===== config.mk =====
export PLATFORM = sky130hd
export DESIGN_NAME = sync_length_checksum_deframer_core_flat
export DESIGN_NICKNAME = d
export VERILOG_FILES = /design/src/hw/rtl/slcd_pkg.sv /design/src/hw/rtl/slcd_if.sv /design/src/hw/rtl/slcd_cfg.sv /design/src/hw/rtl/slcd_parser.sv /design/src/hw/rtl/sync_length_checksum_deframer_core.sv /design/src/flat_wrapper.sv
export SDC_FILE = /design/constraint.sdc
export NUM_CORES = 1
export LEC_CHECK = 0
export BUFFER_PORTS_ARGS = -buffer_cell sky130_fd_sc_hd__clkbuf_2
export CORE_UTILIZATION = 40
export CTS_BUF_LIST = sky130_fd_sc_hd__clkbuf_2
export DETAILED_ROUTE_END_ITERATION = 10
export HOLD_SLACK_MARGIN = 0.02
export SLEW_MARGIN = 30
export SYNTH_ARGS = -nofsm -noshare
export SYNTH_HDL_FRONTEND = slang
export SYNTH_HIERARCHICAL = 1
export SYNTH_SLANG_ARGS = --single-unit

===== constraint.sdc =====
create_clock -name clk_i -period 3.3 [get_ports clk_i]
set_input_delay 0 -clock clk_i [delete_from_list [all_inputs] [get_ports clk_i]]
set_output_delay 0 -clock clk_i [all_outputs]
set_load 0.05 [all_outputs]

===== src/hw/rtl/slcd_pkg.sv =====
// ----------------------------------------------------------------------------
// slcd_pkg
// Shared types and constants for the sync/length/checksum deframer.
// ----------------------------------------------------------------------------
package slcd_pkg;

  localparam int unsigned HEADER_BYTES = 4;
  localparam int unsigned HDR_IDX_W    = $clog2(HEADER_BYTES);

  localparam logic [7:0]  SYNC_BYTE    = 8'h55;
  localparam logic [8:0]  SUM_MOD      = 9'd255;

  localparam logic [15:0] TIMEOUT_RESET = 16'd100;

  // configuration port
  localparam int unsigned CFG_ADDR_W   = 3;
  localparam int unsigned CFG_DATA_W   = 32;
  localparam logic        REG_TIMEOUT  = 1'b0;

  typedef enum logic {
    OP_BYTE = 1'b0,
    OP_TICK = 1'b1
  } op_e;

  typedef enum logic [1:0] {
    KIND_PAYLOAD = 2'd0,
    KIND_GOOD    = 2'd1,
    KIND_BAD     = 2'd2,
    KIND_ABORT   = 2'd3
  } kind_e;

  typedef enum logic [2:0] {
    PH_SYNC1  = 3'd0,
    PH_SYNC2  = 3'd1,
    PH_HEADER = 3'd2,
    PH_DATA   = 3'd3,
    PH_CHECK  = 3'd4
  } phase_e;

  typedef struct packed {
    kind_e       kind;
    logic [7:0]  sender_id;
    logic [7:0]  receiver_id;
    logic [7:0]  payload_byte;
    logic [15:0] payload_length;
  } slcd_result_t;

  typedef struct packed {
    phase_e      phase;
    logic [15:0] payload_count;
    logic [15:0] payload_length;
  } slcd_status_t;

endpackage


===== src/hw/rtl/slcd_if.sv =====
// ----------------------------------------------------------------------------
// slcd_if
// Valid/ready stream interfaces for the deframer input and result channels.
// ----------------------------------------------------------------------------
interface slcd_in_if;
  logic       valid;
  logic       ready;
  logic       op;
  logic [7:0] byte_value;

  modport source (output valid, output op, output byte_value, input ready);
  modport sink   (input valid, input op, input byte_value, output ready);
endinterface

interface slcd_out_if;
  logic        valid;
  logic        ready;
  logic [1:0]  kind;
  logic [7:0]  sender_id;
  logic [7:0]  receiver_id;
  logic [7:0]  payload_byte;
  logic [15:0] payload_length;

  modport source (output valid, output kind, output sender_id, output receiver_id,
                  output payload_byte, output payload_length, input ready);
  modport sink   (input valid, input kind, input sender_id, input receiver_id,
                  input payload_byte, input payload_length, output ready);
endinterface


===== src/hw/rtl/slcd_cfg.sv =====
// ----------------------------------------------------------------------------
// slcd_cfg
// APB register block holding the frame timeout.
// ----------------------------------------------------------------------------
module slcd_cfg (
  input  logic                             clk_i,
  input  logic                             rst_ni,
  input  logic                             psel,
  input  logic                             penable,
  input  logic                             pwrite,
  input  logic [slcd_pkg::CFG_ADDR_W-1:0]  paddr,
  input  logic [slcd_pkg::CFG_DATA_W-1:0]  pwdata,
  output logic [slcd_pkg::CFG_DATA_W-1:0]  prdata,
  output logic                             pready,
  output logic [15:0]                      timeout_o
);
  import slcd_pkg::*;

  logic [15:0] timeout_q, timeout_d;
  logic        reg_sel;
  logic        wr_en;

  // register index is the word address
  assign reg_sel = (paddr[2] == REG_TIMEOUT);
  assign wr_en   = psel && penable && pwrite && reg_sel;

  always_comb begin
    timeout_d = timeout_q;
    if (wr_en) begin
      timeout_d = pwdata[15:0];
    end
  end

  always_ff @(posedge clk_i or negedge rst_ni) begin
    if (!rst_ni) begin
      timeout_q <= TIMEOUT_RESET;
    end else begin
      timeout_q <= timeout_d;
    end
  end

  assign prdata    = reg_sel ? {{(CFG_DATA_W-16){1'b0}}, timeout_q} : '0;
  assign pready    = 1'b1;
  assign timeout_o = timeout_q;

endmodule


===== src/hw/rtl/slcd_parser.sv =====
// ----------------------------------------------------------------------------
// slcd_parser
// Frame parser state, running mod-255 sum and frame timer, one item a cycle.
// ----------------------------------------------------------------------------
module slcd_parser (
  input  logic                   clk_i,
  input  logic                   rst_ni,
  input  logic                   step_i,
  input  logic                   op_i,
  input  logic [7:0]             byte_i,
  input  logic [15:0]            timeout_i,
  output logic                   res_valid_o,
  output slcd_pkg::slcd_result_t res_o,
  output slcd_pkg::slcd_status_t status_o
);
  import slcd_pkg::*;

  phase_e               phase_q, phase_d;
  logic [HDR_IDX_W-1:0] hdr_idx_q, hdr_idx_d;
  logic [7:0]           sender_q, sender_d;
  logic [7:0]           receiver_q, receiver_d;
  logic [7:0]           len_hi_q, len_hi_d;
  logic [15:0]          length_q, length_d;
  logic [15:0]          count_q, count_d;
  logic [7:0]           sum_q, sum_d;
  logic                 timer_run_q, timer_run_d;
  logic [15:0]          timer_q, timer_d;

  logic [8:0]           sum_add;
  logic [7:0]           sum_next;
  logic [15:0]          timer_inc;
  logic                 expire;
  logic [15:0]          length_new;
  logic [15:0]          count_inc;
  logic                 is_tick;

  localparam logic [HDR_IDX_W-1:0] HDR_LAST = HDR_IDX_W'(HEADER_BYTES - 1);

  assign is_tick    = (op_i == OP_TICK);
  assign sum_add    = {1'b0, sum_q} + {1'b0, byte_i};
  assign sum_next   = (sum_add >= SUM_MOD) ? 8'(sum_add - SUM_MOD) : sum_add[7:0];
  assign timer_inc  = timer_q + 16'd1;
  assign expire     = timer_run_q && (timer_inc >= timeout_i);
  assign length_new = {len_hi_q, byte_i};
  assign count_inc  = count_q + 16'd1;

  // next state
  always_comb begin
    phase_d     = phase_q;
    hdr_idx_d   = hdr_idx_q;
    sender_d    = sender_q;
    receiver_d  = receiver_q;
    len_hi_d    = len_hi_q;
    length_d    = length_q;
    count_d     = count_q;
    sum_d       = sum_q;
    timer_run_d = timer_run_q;
    timer_d     = timer_q;

    if (step_i && is_tick) begin
      if (timer_run_q) begin
        timer_d = timer_inc;
        if (expire) begin
          timer_run_d = 1'b0;
          timer_d     = '0;
          phase_d     = PH_SYNC1;
        end
      end
    end else if (step_i) begin
      unique case (phase_q)
        PH_SYNC2: begin
          if (byte_i == SYNC_BYTE) begin
            hdr_idx_d = '0;
            sum_d     = '0;
            phase_d   = PH_HEADER;
          end else begin
            phase_d = PH_SYNC1;
          end
        end
        PH_HEADER: begin
          sum_d = sum_next;
          case (hdr_idx_q)
            2'd0:    sender_d   = byte_i;
            2'd1:    receiver_d = byte_i;
            2'd2:    len_hi_d   = byte_i;
            default: length_d   = length_new;
          endcase
          if (hdr_idx_q == HDR_LAST) begin
            hdr_idx_d = '0;
            // zero length drops the frame, timer keeps going
            if (length_new != '0) begin
              count_d = '0;
              phase_d = PH_DATA;
            end else begin
              phase_d = PH_SYNC1;
            end
          end else begin
            hdr_idx_d = hdr_idx_q + 1'b1;
          end
        end
        PH_DATA: begin
          sum_d   = sum_next;
          count_d = count_inc;
          if (count_inc == length_q) begin
            phase_d = PH_CHECK;
          end
        end
        PH_CHECK: begin
          timer_run_d = 1'b0;
          timer_d     = '0;
          phase_d     = PH_SYNC1;
        end
        default: begin
          phase_d = PH_SYNC1;
          // a sync byte restarts the timer even when running
          if (byte_i == SYNC_BYTE) begin
            phase_d     = PH_SYNC2;
            timer_run_d = 1'b1;
            timer_d     = '0;
          end
        end
      endcase
    end
  end

  // result
  always_comb begin
    res_valid_o          = 1'b0;
    res_o.kind           = KIND_PAYLOAD;
    res_o.sender_id      = sender_q;
    res_o.receiver_id    = receiver_q;
    res_o.payload_byte   = '0;
    res_o.payload_length = length_q;
    if (step_i && is_tick) begin
      if (expire && (phase_q != PH_SYNC1)) begin
        res_valid_o = 1'b1;
        res_o.kind  = KIND_ABORT;
      end
    end else if (step_i) begin
      unique case (phase_q)
        PH_DATA: begin
          res_valid_o        = 1'b1;
          res_o.payload_byte = byte_i;
        end
        PH_CHECK: begin
          res_valid_o = 1'b1;
          res_o.kind  = (byte_i == sum_q) ? KIND_GOOD : KIND_BAD;
        end
        default: begin
          res_valid_o = 1'b0;
        end
      endcase
    end
  end

  always_ff @(posedge clk_i or negedge rst_ni) begin
    if (!rst_ni) begin
      phase_q     <= PH_SYNC1;
      hdr_idx_q   <= '0;
      sender_q    <= '0;
      receiver_q  <= '0;
      len_hi_q    <= '0;
      length_q    <= '0;
      count_q     <= '0;
      sum_q       <= '0;
      timer_run_q <= 1'b0;
      timer_q     <= '0;
    end else begin
      phase_q     <= phase_d;
      hdr_idx_q   <= hdr_idx_d;
      sender_q    <= sender_d;
      receiver_q  <= receiver_d;
      len_hi_q    <= len_hi_d;
      length_q    <= length_d;
      count_q     <= count_d;
      sum_q       <= sum_d;
      timer_run_q <= timer_run_d;
      timer_q     <= timer_d;
    end
  end

  assign status_o.phase          = phase_q;
  assign status_o.payload_count  = count_q;
  assign status_o.payload_length = length_q;

endmodule


===== src/hw/rtl/sync_length_checksum_deframer_core.sv =====
// ----------------------------------------------------------------------------
// sync_length_checksum_deframer_core
// Serial frame deframer: sync pair, header, payload, mod-255 checksum, timeout.
// ----------------------------------------------------------------------------
// One input transfer (a received byte or a timer tick) is taken every cycle
// while input ready is high; each gives zero or one result, registered for the
// next cycle. The parser update, including the mod-255 add and the 16-bit timer
// compare, is a single stage from the parser registers to the result register.
// Input ready follows the result register: it is high while the register is
// empty or being drained in the same cycle, so a stalled result sink stalls the
// input. The timeout register is set through the APB port at address 0.
module sync_length_checksum_deframer_core (
  input  logic                             clk_i,
  input  logic                             rst_ni,
  slcd_in_if.sink                          in_if,
  slcd_out_if.source                       out_if,
  input  logic                             psel,
  input  logic                             penable,
  input  logic                             pwrite,
  input  logic [slcd_pkg::CFG_ADDR_W-1:0]  paddr,
  input  logic [slcd_pkg::CFG_DATA_W-1:0]  pwdata,
  output logic [slcd_pkg::CFG_DATA_W-1:0]  prdata,
  output logic                             pready
);
  import slcd_pkg::*;

  logic         accept;
  logic [15:0]  timeout;
  logic         res_valid;
  slcd_result_t res;
  slcd_status_t status;

  logic         out_valid_q, out_valid_d;
  slcd_result_t out_q, out_d;

  slcd_cfg u_cfg (
    .clk_i     (clk_i),
    .rst_ni    (rst_ni),
    .psel      (psel),
    .penable   (penable),
    .pwrite    (pwrite),
    .paddr     (paddr),
    .pwdata    (pwdata),
    .prdata    (prdata),
    .pready    (pready),
    .timeout_o (timeout)
  );

  assign in_if.ready = !out_valid_q || out_if.ready;
  assign accept      = in_if.valid && in_if.ready;

  slcd_parser u_parser (
    .clk_i       (clk_i),
    .rst_ni      (rst_ni),
    .step_i      (accept),
    .op_i        (in_if.op),
    .byte_i      (in_if.byte_value),
    .timeout_i   (timeout),
    .res_valid_o (res_valid),
    .res_o       (res),
    .status_o    (status)
  );

  always_comb begin
    out_valid_d = out_valid_q;
    out_d       = out_q;
    if (accept) begin
      out_valid_d = res_valid;
      out_d       = res;
    end else if (out_if.ready) begin
      out_valid_d = 1'b0;
    end
  end

  always_ff @(posedge clk_i or negedge rst_ni) begin
    if (!rst_ni) begin
      out_valid_q <= 1'b0;
    end else begin
      out_valid_q <= out_valid_d;
    end
  end

  always_ff @(posedge clk_i) begin
    out_q <= out_d;
  end

  assign out_if.valid          = out_valid_q;
  assign out_if.kind           = out_q.kind;
  assign out_if.sender_id      = out_q.sender_id;
  assign out_if.receiver_id    = out_q.receiver_id;
  assign out_if.payload_byte   = out_q.payload_byte;
  assign out_if.payload_length = out_q.payload_length;

`ifndef SYNTHESIS
  // a byte in the checksum phase always ends the frame with a verdict
  a_check_verdict: assert property (@(posedge clk_i) disable iff (!rst_ni)
    accept && (in_if.op == OP_BYTE) && (status.phase == PH_CHECK)
    |=> out_if.valid && ((out_if.kind == KIND_GOOD) || (out_if.kind == KIND_BAD)))
    else $error("checksum byte gave no verdict");

  // a held result blocks new input
  a_hold_blocks_input: assert property (@(posedge clk_i) disable iff (!rst_ni)
    out_if.valid && !out_if.ready |-> !in_if.ready)
    else $error("input taken while result stalled");

  // payload counter never passes the declared length
  a_count_bound: assert property (@(posedge clk_i) disable iff (!rst_ni)
    (status.phase == PH_DATA) |-> (status.payload_count < status.payload_length))
    else $error("payload count beyond length");

  // a payload result follows a byte taken in the payload phase
  a_payload_src: assert property (@(posedge clk_i) disable iff (!rst_ni)
    accept && (in_if.op == OP_BYTE) && (status.phase == PH_DATA)
    |=> out_if.valid && (out_if.kind == KIND_PAYLOAD)
        && (out_if.payload_byte == $past(in_if.byte_value)))
    else $error("payload byte not forwarded");
`endif

endmodule


===== src/flat_wrapper.sv =====
// flat-port wrapper written by rule: the top's interface ports become plain ports
module sync_length_checksum_deframer_core_flat import slcd_pkg::*;
  (clk_i, rst_ni, psel, penable, pwrite, paddr, pwdata, prdata, pready, in_if_valid, in_if_op, in_if_byte_value, in_if_ready, out_if_valid, out_if_kind, out_if_sender_id, out_if_receiver_id, out_if_payload_byte, out_if_payload_length, out_if_ready);
  slcd_in_if in_if_i ();
  slcd_out_if out_if_i ();
  input  logic clk_i;
  input  logic rst_ni;
  input  logic psel;
  input  logic penable;
  input  logic pwrite;
  input  logic [slcd_pkg::CFG_ADDR_W-1:0] paddr;
  input  logic [slcd_pkg::CFG_DATA_W-1:0] pwdata;
  output logic [slcd_pkg::CFG_DATA_W-1:0] prdata;
  output logic pready;
  input wire logic [$bits(in_if_i.valid)-1:0] in_if_valid;
  input wire logic [$bits(in_if_i.op)-1:0] in_if_op;
  input wire logic [$bits(in_if_i.byte_value)-1:0] in_if_byte_value;
  output wire logic [$bits(in_if_i.ready)-1:0] in_if_ready;
  output wire logic [$bits(out_if_i.valid)-1:0] out_if_valid;
  output wire logic [$bits(out_if_i.kind)-1:0] out_if_kind;
  output wire logic [$bits(out_if_i.sender_id)-1:0] out_if_sender_id;
  output wire logic [$bits(out_if_i.receiver_id)-1:0] out_if_receiver_id;
  output wire logic [$bits(out_if_i.payload_byte)-1:0] out_if_payload_byte;
  output wire logic [$bits(out_if_i.payload_length)-1:0] out_if_payload_length;
  input wire logic [$bits(out_if_i.ready)-1:0] out_if_ready;
  assign in_if_i.valid = in_if_valid;
  assign in_if_i.op = in_if_op;
  assign in_if_i.byte_value = in_if_byte_value;
  assign in_if_ready = in_if_i.ready;
  assign out_if_valid = out_if_i.valid;
  assign out_if_kind = out_if_i.kind;
  assign out_if_sender_id = out_if_i.sender_id;
  assign out_if_receiver_id = out_if_i.receiver_id;
  assign out_if_payload_byte = out_if_i.payload_byte;
  assign out_if_payload_length = out_if_i.payload_length;
  assign out_if_i.ready = out_if_ready;
  sync_length_checksum_deframer_core u_core (.clk_i(clk_i), .rst_ni(rst_ni), .in_if(in_if_i), .out_if(out_if_i), .psel(psel), .penable(penable), .pwrite(pwrite), .paddr(paddr), .pwdata(pwdata), .prdata(prdata), .pready(pready));
endmodule

# ---- Yosys cells after proc, flatten, opt, wreduce, memory -nomap -nowiden
# Cells that the tools add are included.
dict set report word_totals {
  register_bits 145
  wordCells 120
  out_inout_bits 77
  in_bits 51
}
dict set report op_classes {
  n_bitwise 4
  n_lt_le_gt_ge 2
  n_addsub 5
  n_eq_ne 18
  reduce_logical 33
  muxes 41
}
# cell count
set ops {}
lappend ops {{16-bit two-way mux} 8}
lappend ops {{16-bit case mux with 2 select lines} 2}
lappend ops {{16-bit by 1-bit adder with 16-bit output, second input constant} 2}
lappend ops {{4-bit AND reduction} 7}
lappend ops {{3-bit two-way mux} 6}
lappend ops {{16-bit equality test} 1}
lappend ops {{16-bit greater-or-equal comparator} 1}
lappend ops {{2-bit two-way mux} 8}
lappend ops {{8-bit two-way mux} 2}
lappend ops {{8-bit case mux with 2 select lines} 1}
lappend ops {{16-bit nonzero test} 1}
lappend ops {{3-bit case mux with 4 select lines} 1}
lappend ops {{1-bit two-way mux} 11}
lappend ops {{2-bit inequality test, second input constant} 5}
lappend ops {{5-bit AND reduction} 2}
lappend ops {{2-bit nonzero test} 5}
lappend ops {{8-bit by 8-bit adder with 9-bit output} 1}
lappend ops {{9-bit by 8-bit greater-or-equal comparator with 1-bit output, second input constant} 1}
lappend ops {{8-bit by 7-bit equality test with 1-bit output, second input constant} 1}
lappend ops {{8-bit equality test} 1}
lappend ops {{8-bit subtractor, second input constant} 1}
lappend ops {{1-bit logical AND} 7}
lappend ops {{3-bit by 2-bit equality test with 1-bit output, second input constant} 2}
lappend ops {{3-bit inequality test, second input constant} 2}
lappend ops {{16 further kinds} 24}

# ---- Longest topological paths before layout
dict set report depth {
  word_depth 7
  mapped_depth 18
  mapped_depth_nobuf 17
}

# ---- Cells and area by module
# The synthesis kept the hierarchy.
# mod instances area_per_inst_um2 cells_per_inst
set modules_own_cells {}
lappend modules_own_cells {slcd_parser 1 5790.6 652}
lappend modules_own_cells {sync_length_checksum_deframer_core 1 1316.3 47}
lappend modules_own_cells {slcd_cfg 1 903.4 70}

# ---- Least setup slack after synthesis
# No wires, ideal clock.
dict set report synth_path {
  path_kind {register -> register}
  start {reg u_core.u_parser.timer_q[0]}
  end {reg u_core.u_parser.phase_q[1]}
  stages_incl_launch_ff 16
  t_arrival_ns 3.453
  setup_slack_ns -0.278
  synth_period_minus_slack_ns 3.578
  setup_ns 0.125
  path_cell_list {dfrtp_1 -> ha_1 -> and3_1 -> nand3_1 -> or2_0 -> clkbuf_1 -> nor2_1 -> xor2_1 -> ha_1 -> nand2_1 -> o21ai_0 -> a2111oi_0 -> o31ai_1 -> and2b_1 -> nor3_1 -> mux2_4}
}
dict set report synth_between {
  elab_chain_len 5
}
# element line_no
set synth_lines {}
lappend synth_lines {{from (decl)} slcd_parser.sv:27} ;# logic [15:0] timer_q, timer_d;
lappend synth_lines {{from (signal assigned)} slcd_parser.sv:178} ;# timer_q <= timer_d;
lappend synth_lines {{16-bit by 1-bit adder with 16-bit output} slcd_parser.sv:42} ;# assign timer_inc = timer_q + 16'd1;
lappend synth_lines {{16-bit greater-or-equal comparator} slcd_parser.sv:43} ;# assign expire = timer_run_q && (timer_inc >= timeout_i);
lappend synth_lines {{1-bit logical AND} slcd_parser.sv:43}
lappend synth_lines {{2-bit inequality test (no line)} n/a}
lappend synth_lines {{5-bit AND reduction (no line)} n/a}
lappend synth_lines {{to (signal assigned)} slcd_parser.sv:169} ;# phase_q <= phase_d;
lappend synth_lines {{to (decl)} slcd_parser.sv:18} ;# phase_e phase_q, phase_d;
# No other way between the ends.
# A chain may end at the register's enable or synchronous reset.

# ---- Final worst setup path
# Ends and elaborated chain as after synthesis.

==> metrics.yaml <==
run_status:
  status: "complete, no violations"
detailed_routing:
  wl_per_cell_um: 15.2
  num_vias: 6161
  ant_nets: 0
  drt-total-wl_mm: 18.4
  drc: 0
  first_iter_violations: 373
  vias_per_cell: 5.08
  dr.pass1.iters: 5
hold_path:
  hold_class: "primary input to flip-flop"
sta:
  final.setup.tns_ns: 0
  period_share_pct: 98.9
  tightest_slew_ns: 0.750
  setup_viol: 0
  layout_min_cycle_time_ns: 3.26
  fin_skew_ns: 0.0707
  hold_viol: 0
  rsz0062_at_grt: "yes"
  worst_slack_ns: 0.0377
  fmax_mhz: 307
  whs_ns: 0.160
  slew_violations: 0
  slew_headroom_pct: 50.0
finish:
  drive_gt1_share_pct: 26.8
  num-nets-final: 1017
  finalNonFillerCells: 1212
  antennaDiodeCount: 0
  design_area_mm2: 0.00990
  synthToLayoutAreaGrowth_pct: 25.5
  final_core_util_pct: 51.0
floorplanning:
  core_area_mm2: 0.0194
  die_h_um: 142
  die_area_mm2: 0.0203
  io_pins: 128
  rows: 51
  initial_core_util_pct: 40.7
  die_w_um: 142
yosys:
  netlist_area_mm2: 0.00789
  yosysWarnings: 6
  synthCells: 753
  syn_avg_cell_area_um2: 10.5
power:
  total_power_mw: 4.22
  power.density_mw_per_mm2: 426
  irDropWorstVdd_v: 0.000246
  p_leak_nw: 4.57
place:
  dpl_worst_slack_ns: -0.171
  placed_area_mm2: 0.00874
  dp.cells: 1105
  place_congestion: 0.884
  io_buffers: 92
  hpwl_mm: 12.1
grt:
  grtUsageTotal_pct: 19.1
  grt_pass1_wl_mm: 30.2
  antenna_found_initial: 0
  grt_max_degree: 61
  grt_overflow: 0
  grt_pass1_vias: 6032
worst_setup_path:
  setup.worst_path.end_class: "flip-flop"
  critPathMaxFanout: 4
  cp-start-kind: "flip-flop"
  r2r_slack_ns: 0.04
  crit_type: "flip-flop to flip-flop"
  arrival_ns: 3.86
  cp.required_ns: 3.89
clock_network:
  clk_pin_slew_ns: 0.30
  clk_path_buf_depth: 2
  h-tree-depth: 4
  cts_tree: "built"
  clock_sinks: 145
  clockRootBuffer: "clkbuf_2"
  clkLatencyLatePin_ns: 0.74
  cts-buffers-inserted: 17
job:
  drv_cap: 0
## report_power, final
part	leakage, nW	switching, mW	internal [mW]
registers	1.82	0.113	1.97
logic	2.60	0.604	0.460
clock network	0.155	0.812	0.266
total	4.57	1.53	2.69
## area by class of cell
type	instances	area, um^2
sequential	145	3840
clock inverter	15	190
inverter	29	109
fill	1797	9500
tap	265	332
clock buffer	17	85.1
timing repair buffer	193	1420
multi-input combinational	548	3920
## what timing repair did
item,in CTS,in global routing
hold buffers,66,0
pin swaps,14,13
gates cloned,0,0
endpoints found under the hold margin,233,0
setup buffers,9,2
resized for setup,22,15
setup endpoints to repair,20,20
## worst paths after layout
check                           cells past startpoint                           end                          start
worst max-delay path                               16    u_core/u_parser/phase_q[1]     u_core/u_parser/timer_q[0]
worst min-delay path                                3   u_core/u_parser/length_q[5]            in_if_byte_value[5]
worst max register to register                     16    u_core/u_parser/phase_q[1]     u_core/u_parser/timer_q[0]
worst min register to register                      0  u_core/out_if.receiver_id[6]  u_core/u_parser/receiver_q[6]
max in group asynchronous                           4    u_core/u_parser/phase_q[0]                         rst_ni
min in group asynchronous                           3     u_core/u_cfg/timeout_o[6]                         rst_ni
## registers in the layout (all words and copies together), names as in the netlist
| signal | flops |
|---|---|
| u_core/u_parser/len_hi_q | 8 |
| u_core/out_if.receiver_id | 8 |
| u_core/u_parser/length_q | 16 |
| u_core/u_parser/receiver_q | 8 |
| u_core/u_parser/count_q | 16 |
| u_core/u_parser/sum_q | 8 |
| u_core/u_cfg/timeout_o | 16 |
| u_core/out_if.payload_length | 16 |
| u_core/u_parser/hdr_idx_q | 2 |
| u_core/out_if.valid | 1 |
| u_core/u_parser/phase_q | 3 |
| u_core/out_if.payload_byte | 8 |
| u_core/u_parser/timer_run_q | 1 |
| u_core/out_if.kind | 2 |
| u_core/u_parser/sender_q | 8 |
| u_core/u_parser/timer_q | 16 |
| u_core/out_if.sender_id | 8 |
## cell usage in the layout (no fill, tap or decap), types with 21 or more instances in the layout
cell type,instances
a21oi_1,27
buf_4,33
clkbuf_2,108
dfrtp_1,99
dlygate4sd3_1,65
edfxtp_1,42
ha_1,28
inv_1,29
mux2_2,42
nand2_1,67
nand3_1,21
nor2_1,49
o21ai_0,55
xnor2_1,23
## routing by layer
| layer | part of all wire [%] | up-vias | GRT usage [%] |
|---|---|---|---|
| li1 | - | 3016 | - |
| met1 | 47 | 2989 | 24.6 |
| met2 | 49 | 144 | 32.9 |
| met3 | 3.5 | 12 | 3.16 |
| met4 | 0.89 | 0 | 5.32 |
| met5 | 0 | - | 0 |
## worst max-delay path, cell delays in order, from the launching register on
cell and delay, ns:
dfrtp_1 0.41, ha_2 0.18, and3_4 0.20, nand3_4 0.06, or2_4 0.29, nor2_4 0.14, buf_6 0.11, xor2_2 0.14
ha_1 0.26, nand2_2 0.10, o21ai_4 0.07, a2111oi_4 0.23, buf_4 0.18, o31ai_4 0.05, and2b_2 0.23, nor3_4 0.19
mux2_4 0.31
(Power assumes the default switching activity.)
